## src/design/scp_pkg.sv

```systemverilog
// Package: shared types and constants of the stepper command parser.
package scp_pkg;

    localparam int unsigned ARG_W = 31;

    localparam logic [7:0] CHAR_L = 8'h4C;
    localparam logic [7:0] CHAR_R = 8'h52;
    localparam logic [7:0] CHAR_B = 8'h42;
    localparam logic [7:0] CHAR_0 = 8'h30;
    localparam logic [7:0] CHAR_9 = 8'h39;

    localparam logic [ARG_W-1:0] ARG_MAX     = 31'h7FFF_FFFF;
    localparam logic [ARG_W-1:0] DELAY_RESET = 31'd1000;

    typedef struct packed {
        logic             move_right;
        logic [ARG_W-1:0] step_count;
        logic [ARG_W-1:0] pre_delay_ms;
    } move_t;

endpackage

```

## src/design/scp_front.sv

```systemverilog
// Front end: parses command characters and issues move descriptors.
module scp_front
(
    input  logic                clk,
    input  logic                rst_n,
    input  logic                accept,
    input  logic [7:0]          key_char,
    input  logic                end_of_command,
    output logic                push,
    output scp_pkg::move_t      move
);

    typedef enum logic [1:0]
    {
        CMD_NONE  = 2'd0,
        CMD_LEFT  = 2'd1,
        CMD_RIGHT = 2'd2,
        CMD_DELAY = 2'd3
    } cmd_t;

    cmd_t                        cmd_reg;
    cmd_t                        cmd_next;
    logic [scp_pkg::ARG_W-1:0]   acc_reg;
    logic [scp_pkg::ARG_W-1:0]   acc_next;
    logic                        seen_reg;
    logic                        seen_next;
    logic [scp_pkg::ARG_W-1:0]   delay_reg;
    logic [scp_pkg::ARG_W-1:0]   delay_next;

    logic                        is_digit;
    logic [scp_pkg::ARG_W+3:0]   prod;
    logic [scp_pkg::ARG_W-1:0]   acc_upd;
    logic                        seen_upd;
    logic                        close_now;
    logic                        emit;

    assign is_digit = (key_char >= scp_pkg::CHAR_0) && (key_char <= scp_pkg::CHAR_9);

    // acc * 10 + digit, saturated
    assign prod = {1'b0, acc_reg, 3'b000} + {3'b000, acc_reg, 1'b0}
                + {31'd0, key_char[3:0]};

    always_comb
    begin
        acc_upd  = acc_reg;
        seen_upd = seen_reg;
        if (is_digit && cmd_reg != CMD_NONE)
        begin
            acc_upd  = (|prod[scp_pkg::ARG_W+3:scp_pkg::ARG_W]) ? scp_pkg::ARG_MAX
                                                                : prod[scp_pkg::ARG_W-1:0];
            seen_upd = 1'b1;
        end
    end

    assign close_now = (cmd_reg != CMD_NONE) && (!is_digit || end_of_command);
    assign emit      = close_now && seen_upd
                     && (cmd_reg == CMD_LEFT || cmd_reg == CMD_RIGHT);

    always_comb
    begin
        cmd_next   = cmd_reg;
        acc_next   = acc_upd;
        seen_next  = seen_upd;
        delay_next = delay_reg;
        if (close_now)
        begin
            if (seen_upd && cmd_reg == CMD_DELAY)
                delay_next = acc_upd;
            cmd_next  = CMD_NONE;
            acc_next  = '0;
            seen_next = 1'b0;
        end
        if (!is_digit)
        begin
            unique case (key_char)
                scp_pkg::CHAR_L: cmd_next = CMD_LEFT;
                scp_pkg::CHAR_R: cmd_next = CMD_RIGHT;
                scp_pkg::CHAR_B: cmd_next = CMD_DELAY;
                default: ;
            endcase
        end
        if (end_of_command)
        begin
            cmd_next  = CMD_NONE;
            acc_next  = '0;
            seen_next = 1'b0;
        end
    end

    always_ff @(posedge clk or negedge rst_n)
    begin
        if (!rst_n)
        begin
            cmd_reg   <= CMD_NONE;
            acc_reg   <= '0;
            seen_reg  <= 1'b0;
            delay_reg <= scp_pkg::DELAY_RESET;
        end
        else if (accept)
        begin
            cmd_reg   <= cmd_next;
            acc_reg   <= acc_next;
            seen_reg  <= seen_next;
            delay_reg <= delay_next;
        end
    end

    assign push              = accept && emit;
    assign move.move_right   = (cmd_reg == CMD_RIGHT);
    assign move.step_count   = acc_upd;
    assign move.pre_delay_ms = delay_reg;

endmodule

```

## src/design/scp_queue.sv

```systemverilog
// Move queue between the parser front end and the output stage.
module scp_queue
#(
    parameter int unsigned DEPTH = 4
)
(
    input  logic            clk,
    input  logic            rst_n,
    input  logic            push,
    input  scp_pkg::move_t  push_data,
    input  logic            pop,
    output logic            full,
    output logic            not_empty,
    output scp_pkg::move_t  head
);

    localparam int unsigned AW = (DEPTH > 1) ? $clog2(DEPTH) : 1;
    localparam int unsigned CW = $clog2(DEPTH + 1);

    scp_pkg::move_t  mem [DEPTH];
    logic [AW-1:0]   wr_ptr_reg;
    logic [AW-1:0]   rd_ptr_reg;
    logic [CW-1:0]   count_reg;
    logic            do_push;
    logic            do_pop;

    assign full      = (count_reg == CW'(DEPTH));
    assign not_empty = (count_reg != '0);
    assign do_push   = push && !full;
    assign do_pop    = pop && not_empty;
    assign head      = mem[rd_ptr_reg];

    always_ff @(posedge clk)
    begin
        if (do_push)
            mem[wr_ptr_reg] <= push_data;
    end

    always_ff @(posedge clk or negedge rst_n)
    begin
        if (!rst_n)
        begin
            wr_ptr_reg <= '0;
            rd_ptr_reg <= '0;
            count_reg  <= '0;
        end
        else
        begin
            if (do_push)
                wr_ptr_reg <= (wr_ptr_reg == AW'(DEPTH - 1)) ? '0 : wr_ptr_reg + 1'b1;
            if (do_pop)
                rd_ptr_reg <= (rd_ptr_reg == AW'(DEPTH - 1)) ? '0 : rd_ptr_reg + 1'b1;
            if (do_push && !do_pop)
                count_reg <= count_reg + 1'b1;
            else if (do_pop && !do_push)
                count_reg <= count_reg - 1'b1;
        end
    end

endmodule

```

## src/design/scp_back.sv

```systemverilog
// Back end: output register that presents one move per transfer.
module scp_back
(
    input  logic            clk,
    input  logic            rst_n,
    input  logic            q_valid,
    input  scp_pkg::move_t  q_head,
    output logic            pop,
    input  logic            out_stall,
    output logic            out_valid,
    output scp_pkg::move_t  out_move
);

    logic            valid_reg;
    scp_pkg::move_t  move_reg;

    assign pop = q_valid && (!valid_reg || !out_stall);

    always_ff @(posedge clk or negedge rst_n)
    begin
        if (!rst_n)
            valid_reg <= 1'b0;
        else if (!valid_reg || !out_stall)
            valid_reg <= q_valid;
    end

    always_ff @(posedge clk)
    begin
        if (pop)
            move_reg <= q_head;
    end

    assign out_valid = valid_reg;
    assign out_move  = move_reg;

endmodule

```

## src/design/stepper_command_parser.sv

```systemverilog
// Top level of the stepper command parser.
//
//  channel | direction | handshake           | fields
//  --------+-----------+---------------------+---------------------------------------
//  input   | in        | in_valid / in_stall | key_char, end_of_command
//  output  | out       | out_valid/out_stall | move_right, step_count, pre_delay_ms
//
// One character is taken per cycle while in_stall is low; the parser state updates on each taken character.
// A closed move passes through the move queue and then the output register before it appears at the outputs.
// in_stall rises only when the move queue (QUEUE_DEPTH entries) is full.
// Reset clears the open command and sets the delay to 1000 ms.
module stepper_command_parser
#(
    parameter int unsigned QUEUE_DEPTH = 4
)
(
    input  logic        clk,
    input  logic        rst_n,
    input  logic        in_valid,
    output logic        in_stall,
    input  logic [7:0]  key_char,
    input  logic        end_of_command,
    output logic        out_valid,
    input  logic        out_stall,
    output logic        move_right,
    output logic [30:0] step_count,
    output logic [30:0] pre_delay_ms
);

    logic            accept;
    logic            push;
    scp_pkg::move_t  front_move;
    logic            q_full;
    logic            q_valid;
    scp_pkg::move_t  q_head;
    logic            pop;
    scp_pkg::move_t  out_move;

    assign in_stall = q_full;
    assign accept   = in_valid && !q_full;

    scp_front u_front
    (
        .clk            (clk),
        .rst_n          (rst_n),
        .accept         (accept),
        .key_char       (key_char),
        .end_of_command (end_of_command),
        .push           (push),
        .move           (front_move)
    );

    scp_queue #(.DEPTH(QUEUE_DEPTH)) u_queue
    (
        .clk       (clk),
        .rst_n     (rst_n),
        .push      (push),
        .push_data (front_move),
        .pop       (pop),
        .full      (q_full),
        .not_empty (q_valid),
        .head      (q_head)
    );

    scp_back u_back
    (
        .clk       (clk),
        .rst_n     (rst_n),
        .q_valid   (q_valid),
        .q_head    (q_head),
        .pop       (pop),
        .out_stall (out_stall),
        .out_valid (out_valid),
        .out_move  (out_move)
    );

    assign move_right   = out_move.move_right;
    assign step_count   = out_move.step_count;
    assign pre_delay_ms = out_move.pre_delay_ms;

endmodule

```

## config.mk

```make
export PLATFORM = sky130hd
export DESIGN_NAME = stepper_command_parser
export DESIGN_NICKNAME = d
export VERILOG_FILES = /design/src/design/scp_pkg.sv /design/src/design/scp_front.sv /design/src/design/scp_queue.sv /design/src/design/scp_back.sv /design/src/design/stepper_command_parser.sv
export SDC_FILE = /design/constraint.sdc
export NUM_CORES = 1
export LEC_CHECK = 0
export BUFFER_PORTS_ARGS = -buffer_cell sky130_fd_sc_hd__buf_4
export CORE_MARGIN = 8
export CORE_UTILIZATION = 40
export CTS_BUF_LIST = sky130_fd_sc_hd__clkbuf_4 sky130_fd_sc_hd__clkbuf_8
export DETAILED_ROUTE_END_ITERATION = 6
export PLACE_DENSITY = 0.65
export SETUP_SLACK_MARGIN = 0.5
export SLEW_MARGIN = 20
export SYNTH_ARGS = -nofsm -noshare
export SYNTH_HDL_FRONTEND = slang
export SYNTH_SLANG_ARGS = --single-unit
```

## constraint.sdc

```tcl
create_clock -name clk -period 3.8 [get_ports clk]
set_clock_uncertainty 0.1 [all_clocks]
set_input_delay 0.38 -clock clk [delete_from_list [all_inputs] [get_ports clk]]
set_output_delay 0.38 -clock clk [all_outputs]
set_load 0.005 [all_outputs]
```

==> reports/qor.txt, run 1 <==
Status: complete, no violations
Mean number of vias per cell: 5.34
Remaining DRCs: 0
Crit end category: flip-flop
DR vias: 9908
Asr flop ratio synth: 0.188
Max incr delay on CP: 550 ps
Leakage Power: 8.23 nW
DR WL met3: 1540 µm
Worst-Margin Slew: 940 ps
Sequential Power Share: 0.499
I/O pin count: 78
Diode count: 0
Metal2 WL: 18200 µm
Ys Warns: 0
Clock share of power: 0.335
Worst-path clk slew: 60 ps
Sw Pwr: 0.00260 W
Post-Syn Area per Cell: 15.4 µm²
CP required: 4170 ps
P&R area growth vs syn: 23.3%
Overall Global Routing Usage: 0.148
CTS H-tree depth: 2
Post-synthesis sequential area ratio: 0.676
Combinational share of power: 0.166
Final wirelength: 36000 µm
Detailed placer's ending HPWL: 22500 µm
Clock Tree Root: clkbuf_8
CP Depth: 12
Critical setup path kind: reg2reg
Post-synthesis cell type count: 62
Max reg flops: 252
Slew Limit Fails: 0
CTS Buf Count: 58
Crit-path leading delay family: compound AO/OA/AOI/OAI gates
Routed wire length per instance: 19.4 µm
Syn nets: 1171
Met1 Wirelength: 15500 µm
Post-synth EDFFs: 315
# rows: 75
Initial antenna violation count: 0
Finish-stage setup viols: 0
Top cells by area, synth: edfxtp_1, dfrtp_1, mux4_2, ha_1, nor2_1
Sw frac: 0.253
Hold Path Class: in2reg
Largest net degree at the start of global routing: 74
Power per Cell Area: 501 nW/µm²
RSZ-0062 raised after global routing: true
Placed cell area: 18600 µm²
Maximum clock insertion buffer count: 3
Startpoint Class: flip-flop
CTS tree: done
Antenna viol nets, final: 0
Worst R2R Path Depth: 12
Global route overflow: 0
# nets final: 1353
Core footprint: 41600 µm²
Internal Dissipation: 0.00770 W
Seq cells post-synth: 388
Relative slew slack: 0.374
Clock Sinks: 388
Drt first-iter violations: 623
Top cell by count, worst path: o22a_1
First-pass GRT wire length: 56300 µm
Crit share post-route: 0.985
Router iterations before antenna repair: 4
Max-Cap Viols: 0
Critical path's slowest cell: fa_1
Die area: 48500 µm²
Post-synth top area cell: edfxtp_1
CP Max Fanout: 12
Fillers: 3454
Share of cells above drive strength 1: 0.362
Hold path depth: 4
Vias in the first global route: 10.3k
Finished Cell Area: 20600 µm²
Achievable frequency: 0.267 GHz
Initial core utilization: 0.402
Ordered cell list for the critical path: fa_1 > fa_2 > a211oi_2 > o21ai_2 > o2111a_2 > a21oi_2 > o22a_1 > o311ai_2 > or3_4 > buf_12 > o22a_1 > mux2_4
Die H: 220 µm
Setup TNS: 0 ps
Final Hold Vio Count: 0
Critical path arrival: 4110 ps
Worst vdd ir: 0.313 mV
Die Wd: 220 µm
PortBufs: 77
Ys flop type: edfxtp_1
GP Congestion: 0.899
Final Core Density: 0.495
Most flops, register: u_queue.mem
WP buf/inv: 1
Worst skew pair latency: 620 ps
Mapped Area: 16700 µm²
Synth top area share: 0.566
Gate Count Post-Synth: 1085
Post-layout minimum cycle time: 3740 ps
Top Layer Used: met4
[power groups by stage]
stage / clock network, W / logic, W / registers (W)
4_1_cts: 0.00356 / 0.00174 / 0.00515
6_report: 0.00345 / 0.00171 / 0.00514
3_5_place_dp: 0 / 0.00172 / 0.00523
2_1_floorplan: 0 / 0.000961 / 0.00518
5_1_grt: 0.00374 / 0.00187 / 0.00518
3_3_place_gp: 0 / 0.00170 / 0.00522
[metal layers]
| metal | GRT usage | vias to the layer above |
|---|---|---|
| li1 | - | 4594 |
| met1 | 0.195 | 5038 |
| met2 | 0.251 | 217 |
| met3 | 0.0221 | 59 |
| met4 | 0.0488 | 0 |
| met5 | 0 | - |
[cell type report]
| class | instances | area [µm²] | share of cell area |
|---|---|---|---|
| sequential | 388 | 11300 | 0.549 |
| tap | 539 | 674 | 0.0328 |
| inverter | 14 | 52.6 | 0.00255 |
| clock inverter | 22 | 165 | 0.00802 |
| multi-input combinational | 637 | 5860 | 0.285 |
| clock buffer | 88 | 1050 | 0.0509 |
| timing repair buffer | 168 | 1480 | 0.0718 |
[metrics by stage]
stage	power, W	worst slack (ps)	instances	hold slack [ps]
5_1_grt	0.0108	-42.9	1856	29.9
6_report	0.0103	58.6	1856	68.7
4_1_cts	0.0104	76.3	1848	17.6
3_3_place_gp	0.00692	-105	1725	390
3_5_place_dp	0.00695	-139	1725	384
2_1_floorplan	0.00614	204	1085	-15.6
[synth_stat cells (all sizes together), types with 2 or more instances]
master  instances
fa              3
a21oi          29
nor3b           2
dfrtp          67
a31oi           4
o311ai          2
a311oi          2
xnor2          12
o211ai          4
or3             4
nor3           27
buf            15
nand4           7
clkbuf         31
a221o           2
o31ai          26
dfstp           6
a21o            8
inv            14
edfxtp        315
and3           13
nor4            3
nand3           8
o21bai          4
ha             70
a211oi         23
mux4           63
nand2b          5
nor2          110
nor2b           6
nand2          95
mux2            7
o22ai           6
and2            6
o22a            6
xor2           16
o21a            4
o21ai          41
o221ai          8
[layout by cell type (no fill, tap or decap), drive strengths merged, types with 13 or more instances in the layout]
cell      n
xor2     16
a211oi   23
nor2    110
nand2    95
buf     162
mux4     63
and3     13
dfrtp    67
nor3     27
o31ai    26
edfxtp  315
clkbuf   89
inv      15
o21ai    41
ha       70
clkinv   15
a21oi    29
[final timing paths]
| check | slack, ps | from | end |
|---|---|---|---|
| max | 60 | u_front.acc_reg[0] | u_front.delay_reg[17] |
| min | 70 | in_valid | u_front.cmd_reg[0] |
| max reg2reg | 60 | u_front.acc_reg[0] | u_front.delay_reg[17] |
| min reg2reg | 400 | u_queue.count_reg[2] | u_queue.count_reg[2] |
| max in group asynchronous | 2760 | rst_n | u_front.acc_reg[23] |
| min in group asynchronous | 260 | rst_n | u_front.delay_reg[4] |
[cells by family (layout without fill, tap and decap cells)]
family	count (synthesis)	count (layout)	synth area share
muxes	70	70	0.0899
and+or+nand+nor	289	289	0.0754
adders and majority gates	73	73	0.0560
buffers and inverters	60	292	0.0151
AOI/OAI and AO/OA	177	177	0.0727
xor gates and xnor gates	28	28	0.0147
DFF	388	388	0.676
[tightest hold or removal path, stage by stage]
cell     delay, ps
buf_4          110
nor2b_1        140
nand3_1         70
nand2_1         50
[repair_timing]
action / in CTS / in global routing
endpoints found under the setup margin: 186 / 186
hold endpoints to repair: 71 / 0
hold buffers: 5 / 0
resized for setup: 43 / 74
setup buffers: 6 / 7
gates cloned: 2 / 1
pin swaps: 16 / 21
No activity file was read; power rests on OpenSTA's default activity.
==> run 2: changes to the inputs <==
--- a/config.mk
+++ b/config.mk
@@ -11,7 +11,6 @@
 export CTS_BUF_LIST = sky130_fd_sc_hd__clkbuf_4 sky130_fd_sc_hd__clkbuf_8
 export DETAILED_ROUTE_END_ITERATION = 6
 export PLACE_DENSITY = 0.65
-export SETUP_SLACK_MARGIN = 0.5
 export SLEW_MARGIN = 20
 export SYNTH_ARGS = -nofsm -noshare
 export SYNTH_HDL_FRONTEND = slang
==> run 2 against run 1 <==
Fmax is 1.7% higher. Combinational power is 5% lower. Global-route usage is 0.37 points lower. Clock-buffer cell count is 1 higher. Sequential power is 1% higher. Register-to-register slack better by 60 ps. Non-clock buffer count is 9 lower. First-iteration DRC count is 4.7% lower. Setup slack better by 61 ps. Cell count is 0.48% lower. Core utilization is 1.6 points lower. Critical path type unchanged. Largest cell class unchanged. Highest routed layer unchanged.
==> reports/qor.txt, run 2 (synthesized netlist as in run 1, its figures left out) <==
Status: complete, no violations
CTS H-tree depth: 2 (unchanged)
Critical path's slowest cell: fa_2
Clock Tree Root: clkbuf_8
Pre-CTS setup slack: -230 ps (-90.3 ps)
Hold Path Class: in2reg
Power per Cell Area: 517 nW/µm² (+3.3%)
Hold Slack: 51.5 ps (-17.2 ps)
Max reg flops: 252 (unchanged)
Post-layout minimum cycle time: 3680 ps (-61.3 ps)
Diode count: 0 (unchanged)
Antenna viol nets, final: 0 (unchanged)
GP Congestion: 0.859 (-4.4%)
Die Wd: 220 µm (unchanged)
Worst-Margin Slew: 935 ps (-4.57 ps)
Worst skew pair latency: 600 ps (-20 ps)
Worst-path clk slew: 60 ps (about the same)
Achievable frequency: 0.272 GHz (+1.7%)
Core footprint: 41600 µm² (unchanged)
PortBufs: 77 (unchanged)
Commonest non-fill, non-tap cell in the layout: edfxtp_1
Vias in the first global route: 10.0k (-2.3%)
Crit end category: flip-flop
I/O pin count: 78 (unchanged)
CP required: 4190 ps (+20 ps)
Routed wire length per instance: 18.9 µm (-2.6%)
Mean number of vias per cell: 5.24 (-1.9%)
Final wirelength: 34900 µm (-3.0%)
Initial antenna violation count: 0 (unchanged)
Detailed placer's ending HPWL: 22400 µm (-0.44%)
Clock Sinks: 388 (unchanged)
Hold path depth: 3 (-1)
# nets final: 1345 (-0.59%)
Reg2reg end: u_front.delay_reg[13]
Most flops, register: u_queue.mem
Critical setup path kind: reg2reg
Commonest non-fill, non-tap cells in the layout: edfxtp_1, buf_4, nor2_1
CP Max Fanout: 22 (+10)
Remaining DRCs: 0 (unchanged)
Worst vdd ir: 0.263 mV (-16%)
Worst R2R Path Depth: 12 (unchanged)
Final Hold Vio Count: 0 (unchanged)
Ordered cell list for the critical path: fa_2 > ha_4 > a211oi_2 > o21ai_1 > nand2_2 > a31oi_4 > a21oi_2 > mux2_4 > or3_4 > buf_12 > o22a_1 > mux2_2
Relative slew slack: 0.377 (+0.00305)
Share of cells above drive strength 1: 0.303 (-0.0594)
Global route overflow: 0 (unchanged)
CTS tree: done
P&R area growth vs syn: 19.2%
Flop-to-flop setup slack: 120 ps (+60 ps)
Overall Global Routing Usage: 0.145 (-0.00375)
Slew Limit Fails: 0 (unchanged)
Die H: 220 µm (unchanged)
Fillers: 3528 (+2.1%)
# rows: 75 (unchanged)
Critical path arrival: 4070 ps (-40 ps)
Placed cell area: 18400 µm² (-0.98%)
RSZ-0062 raised after global routing: true
First-pass GRT wire length: 55000 µm (-2.4%)
Max incr delay on CP: 600 ps (+50 ps)
Maximum clock insertion buffer count: 3 (unchanged)
Drt first-iter violations: 594 (-4.7%)
Hold Startpoint: key_char[0]
Finish-stage setup viols: 0 (unchanged)
Setup TNS: 0 ps (unchanged)
CTS Buf Count: 59 (+1.7%)
Reg2reg start: u_front.acc_reg[0]
Setup slack after layout: 120 ps (+61.3 ps)
Die area: 48500 µm² (unchanged)
Initial core utilization: 0.402 (unchanged)
Finished Cell Area: 19900 µm² (-3.3%)
Hold Path End: u_front.delay_reg[0]
Leakage Power: 8.05 nW (-2.2%)
Crit share post-route: 0.968 (-0.0161)
Max-Cap Viols: 0 (unchanged)
Startpoint Class: flip-flop
Router iterations before antenna repair: 4 (unchanged)
DR vias: 9674 (-2.4%)
Largest net degree at the start of global routing: 64 (-14%)
-- run 2: cell count changes in the layout (fill, tap and decap cells not counted), sizes merged --
cell / delta
clkinvlp: -3
clkinv: +2
buf: -7
dlygate4sd3: -1
-- run 2: worst max-delay path, delay by kind of cell (launching register included) --
kind	cells	cell delay, ps
muxes	2	580
adders and majority gates	2	810
buffers and inverters	1	170
DFF	1	400
and+or+nand+nor	2	530
AOI/OAI and AO/OA	5	950
-- run 2: cell type report --
cell class              count  area (µm²)  share of cell area
clock buffers              89        1060              0.0534
clock inverters            21         151             0.00761
inverters                  14        52.6             0.00264
repair buffers            159        1290              0.0649
multi-input cells         637        5370               0.270
well taps                 539         674              0.0339
flip-flops and latches    388       11300               0.568
-- run 2: power by group --
part	switching [W]	internal, W	leakage (nW)
registers	0.000243	0.00496	4.30
logic	0.000796	0.000838	3.10
clock network	0.00153	0.00192	0.653
-- run 2: worst max path at each step --
stage / startpoint / to / slack [ps] / depth (start not counted)
global placement: key_char[3] / u_front.delay_reg[13] / -190 / 13
finish: u_front.acc_reg[0] / u_front.delay_reg[13] / 120 / 12
CTS: u_front.acc_reg[26] / u_queue.mem[3][51] / 20 / 13
global route: u_front.acc_reg[20] / u_queue.mem[0][33] / -40 / 12
floorplan: u_front.acc_reg[0] / u_front.delay_reg[13] / 50 / 13
detailed placement: key_char[3] / u_front.delay_reg[17] / -230 / 13
-- run 2: routing by layer --
layer,GRT usage,vias to the layer above,share of wire
li1,-,4568,-
met1,0.187,4873,0.44
met2,0.247,186,0.50
met3,0.0258,47,0.038
met4,0.0427,0,0.017
met5,0,-,0
-- run 2: per-stage QoR --
| step | power [W] | instances | utilization |
|---|---|---|---|
| 3_3_place_gp | 0.00696 | 1731 | 0.443 |
| 6_report | 0.0103 | 1847 | 0.479 |
| 3_5_place_dp | 0.00697 | 1731 | 0.443 |
| 2_1_floorplan | 0.00612 | 1085 | - |
| 5_1_grt | 0.0108 | 1847 | 0.479 |
| 4_1_cts | 0.0105 | 1846 | 0.474 |
-- run 2: timing repair --
action	CTS	global route
endpoints found under the setup margin	90	166
resized for setup	7	45
gates cloned	0	0
hold buffers	4	0
pin swaps	2	13
hold endpoints to repair	51	0
buffers inserted	1	1
==> run 3: changes to the inputs <==
--- a/config.mk
+++ b/config.mk
@@ -14,4 +14,5 @@
 export SLEW_MARGIN = 20
 export SYNTH_ARGS = -nofsm -noshare
 export SYNTH_HDL_FRONTEND = slang
+export SYNTH_HIERARCHICAL = 1
 export SYNTH_SLANG_ARGS = --single-unit
==> run 3 against run 2 <==
The flow now finishes with violations (setup timing). Non-clock buffer count is 68 higher. Global-route usage is 0.84 points higher. Fmax fell by 12%. Clock power about the same. Combinational power grew 7%. Sequential power is 2% higher. Sequential share of layout area shrank 3.1 points. Die area grew 2.2%.
==> reports/qor.txt, run 3 <==
Status: finished with violations
Failing checks: setup timing
Slew Limit Fails: 0 (unchanged)
Hold path depth: 3 (unchanged)
Final Hold Vio Count: 0 (unchanged)
Post-synth top area cell: edfxtp_1
PortBufs: 77 (unchanged)
Reg2reg start: u_front/acc_reg[0]
Post-synthesis sequential area ratio: 0.661 (-0.0156)
Crit share post-route: 1.10 (+0.128)
Gate Count Post-Synth: 1109 (+2.2%)
Count leader, synth: edfxtp_1
Overall Global Routing Usage: 0.153 (+0.00844)
I/O pin count: 78 (unchanged)
CTS H-tree depth: 2 (unchanged)
Antenna viol nets, final: 0 (unchanged)
Worst-Margin Slew: 856 ps (-78.8 ps)
Finished Layout Cells: 1932 (+4.6%)
Storage cell area: 11300 µm² (about the same)
Max incr delay on CP: 570 ps (-30 ps)
Commonest cells in the netlist: edfxtp_1, nor2_1, ha_1
Clock Sinks: 388 (unchanged)
Hold Path End: u_queue/mem[1][31]
Largest net degree at the start of global routing: 64 (unchanged)
Hold Path Class: in2reg
Finish-stage setup viols: 186 (+186)
Commonest non-fill, non-tap cell in the layout: edfxtp_1
Leakage Power: 8.21 nW (+1.9%)
Drt first-iter violations: 759 (+28%)
Critical setup path kind: reg2reg
Synth top area share: 0.553 (-0.0131)
Initial core utilization: 0.407 (+0.00492)
Vias in the first global route: 10.9k (+8.6%)
CTS Buf Count: 58 (-1.7%)
Mapped Area: 17100 µm² (+2.4%)
Commonest non-fill, non-tap cells in the layout: edfxtp_1, buf_4, ha_1
P&R area growth vs syn: 23.2%
Seq cells post-synth: 388 (unchanged)
Ordered cell list for the critical path: fa_1 > buf_4 > fa_2 > a21o_1 > a221oi_2 > or4_4 > a2111o_1 > a21oi_2 > a211oi_2 > or4_4 > buf_12 > buf_16 > o31a_1 > a2bb2oi_2
GP Congestion: 0.900 (+4.7%)
Detailed placer's ending HPWL: 24800 µm (+11%)
Worst vdd ir: 0.288 mV (+9.3%)
Crit end category: flip-flop
Post-synthesis cell type count: 70 (+13%)
Multi-input gate area: 5840 µm² (+8.6%)
Max reg flops: 252 (unchanged)
Die Wd: 223 µm (+1.1%)
DR vias: 10.4k (+7.7%)
Fillers: 3460 (-1.9%)
Syn nets: 1195 (+2.0%)
Ys Warns: 6 (+6)
Die area: 49600 µm² (+2.2%)
Relative slew slack: 0.429 (+0.0525)
Reg2reg end: u_front/acc_reg[27]
Critical path's slowest cell: fa_1
Initial antenna violation count: 1 (+1)
Routed wire length per instance: 19.8 µm (+4.7%)
CP Max Fanout: 8 (-64%)
# nets final: 1429 (+6.2%)
Startpoint Class: flip-flop
# rows: 75 (unchanged)
CP required: 4170 ps (-20 ps)
Die H: 223 µm (+1.1%)
Flop-to-flop setup slack: -370 ps (-490 ps)
Pre-CTS setup slack: -558 ps (-329 ps)
Post-layout minimum cycle time: 4170 ps (+487 ps)
Top cell by count, worst path: or4_4
Worst-path clk slew: 70 ps (about the same)
Critical path arrival: 4540 ps (+470 ps)
Maximum clock insertion buffer count: 3 (unchanged)
Achievable frequency: 0.240 GHz (-12%)
Post-synth EDFFs: 315 (unchanged)
WP buf/inv: 3 (+2)
Share of cells above drive strength 1: 0.348 (+0.0457)
Setup slack after layout: -367 ps (-487 ps)
Power per Cell Area: 498 nW/µm² (-3.7%)
Remaining DRCs: 0 (unchanged)
RSZ-0062 raised after global routing: true
Worst R2R Path Depth: 14 (+2)
Max-Cap Viols: 0 (unchanged)
Core footprint: 42000 µm² (+1.1%)
Most flops, register: u_queue/mem
CTS tree: done
Router iterations before antenna repair: 5 (+1)
Final wirelength: 38200 µm (+9.5%)
Setup TNS: -47660 ps (-47660 ps)
Top cells by area, synth: edfxtp_1, dfrtp_1, mux4_2, ha_1, nor2_1
Crit-path leading delay family: compound AO/OA/AOI/OAI gates
Asr flop ratio synth: 0.188 (unchanged)
First-pass GRT wire length: 60600 µm (+10%)
Worst skew pair latency: 630 ps (+30 ps)
Hold Slack: 73.6 ps (+22.1 ps)
Ys flop type: edfxtp_1
Global route overflow: 0 (unchanged)
Placed cell count: 1812 (+4.7%)
Hold Startpoint: key_char[0]
Clock Tree Root: clkbuf_8
Post-Syn Area per Cell: 15.4 µm² (+0.15%)
Mean number of vias per cell: 5.39 (+2.9%)
==> run 3: cell count changes in the layout (fill, tap and decap cells not counted), moves of 12 or more <==
cell and delta:
nor2_1 -30, nor3_2 +13, clkbuf_4 -16, nor3_1 -12, a21oi_1 +12, nand2_1 -32
a211oi_1 -16, buf_4 +55, inv_1 +16
==> run 3: report_power, final <==
part / internal (W) / leakage (nW) / switching [W]
Sequential: 0.00501 / 4.05 / 0.000280
Clock: 0.00185 / 0.617 / 0.00160
Combinational: 0.000988 / 3.54 / 0.000753
Total: 0.00785 / 8.21 / 0.00263
==> run 3: cell type report <==
cell class / instances / share of cell area
multi-input combinational: 634 / 0.277
tap: 539 / 0.0320
inverter: 34 / 0.00606
antenna: 1 / 0.000119
clock inverter: 39 / 0.0139
clock buffer: 70 / 0.0428
timing repair buffer: 227 / 0.0914
sequential: 388 / 0.537
==> run 3: how the worst max path moves through the flow <==
stage | startpoint | endpoint | slack, ps | depth (start not counted)
after floorplan | u_front/acc_reg[0] | u_queue/mem[0][32] | -90 | 13
after global placement | key_char[3] | u_queue/mem[2][47] | -380 | 13
after detailed placement | key_char[3] | u_queue/mem[1][52] | -560 | 13
after CTS | u_front/acc_reg[0] | u_queue/mem[1][60] | -330 | 14
after global routing | u_front/acc_reg[0] | u_queue/mem[0][35] | -470 | 14
final | u_front/acc_reg[0] | u_front/acc_reg[27] | -370 | 14
==> run 3: routing by layer <==
metal  up-vias  global-route usage  share of wire
met4         0              0.0506          0.024
met3        71              0.0241          0.039
met1      5294               0.192           0.43
li1       4823                   -              -
met2       229               0.268           0.51
met5         -                   0              0
==> run 3: kinds of logic after synthesis <==
family | count (synthesis) | synth area share
compound gates | 232 | 0.0942
xor+xnor | 31 | 0.0159
fa+ha+maj | 73 | 0.0547
buf+inv | 87 | 0.0244
flops | 388 | 0.661
mux | 70 | 0.0875
simple gates | 228 | 0.0627
==> run 3: worst reg2reg max path, stage by stage (launching register included) <==
cell	delay, ps
dfrtp_1	420
fa_1	580
buf_4	120
fa_2	190
a21o_1	150
a221oi_2	70
or4_4	450
a2111o_1	420
a21oi_2	160
a211oi_2	50
or4_4	570
buf_12	170
buf_16	140
o31a_1	300
a2bb2oi_2	130
==> run 3: repair_timing <==
item	4_1_cts	5_1_grt
buffers inserted	1	1
gates cloned	2	0
endpoints found under the setup margin	186	186
resized for setup	42	50
hold buffers	6	0
hold endpoints to repair	46	0
pin swaps	3	15
==> run 3: stage by stage <==
step	instance area (µm²)	total power [W]	utilization
final	21100	0.0105	0.501
after global routing	21100	0.0109	0.501
after CTS	20900	0.0106	0.496
after detailed placement	19400	0.00718	0.461
after global placement	19400	0.00716	0.461
after floorplan	17200	0.00637	-
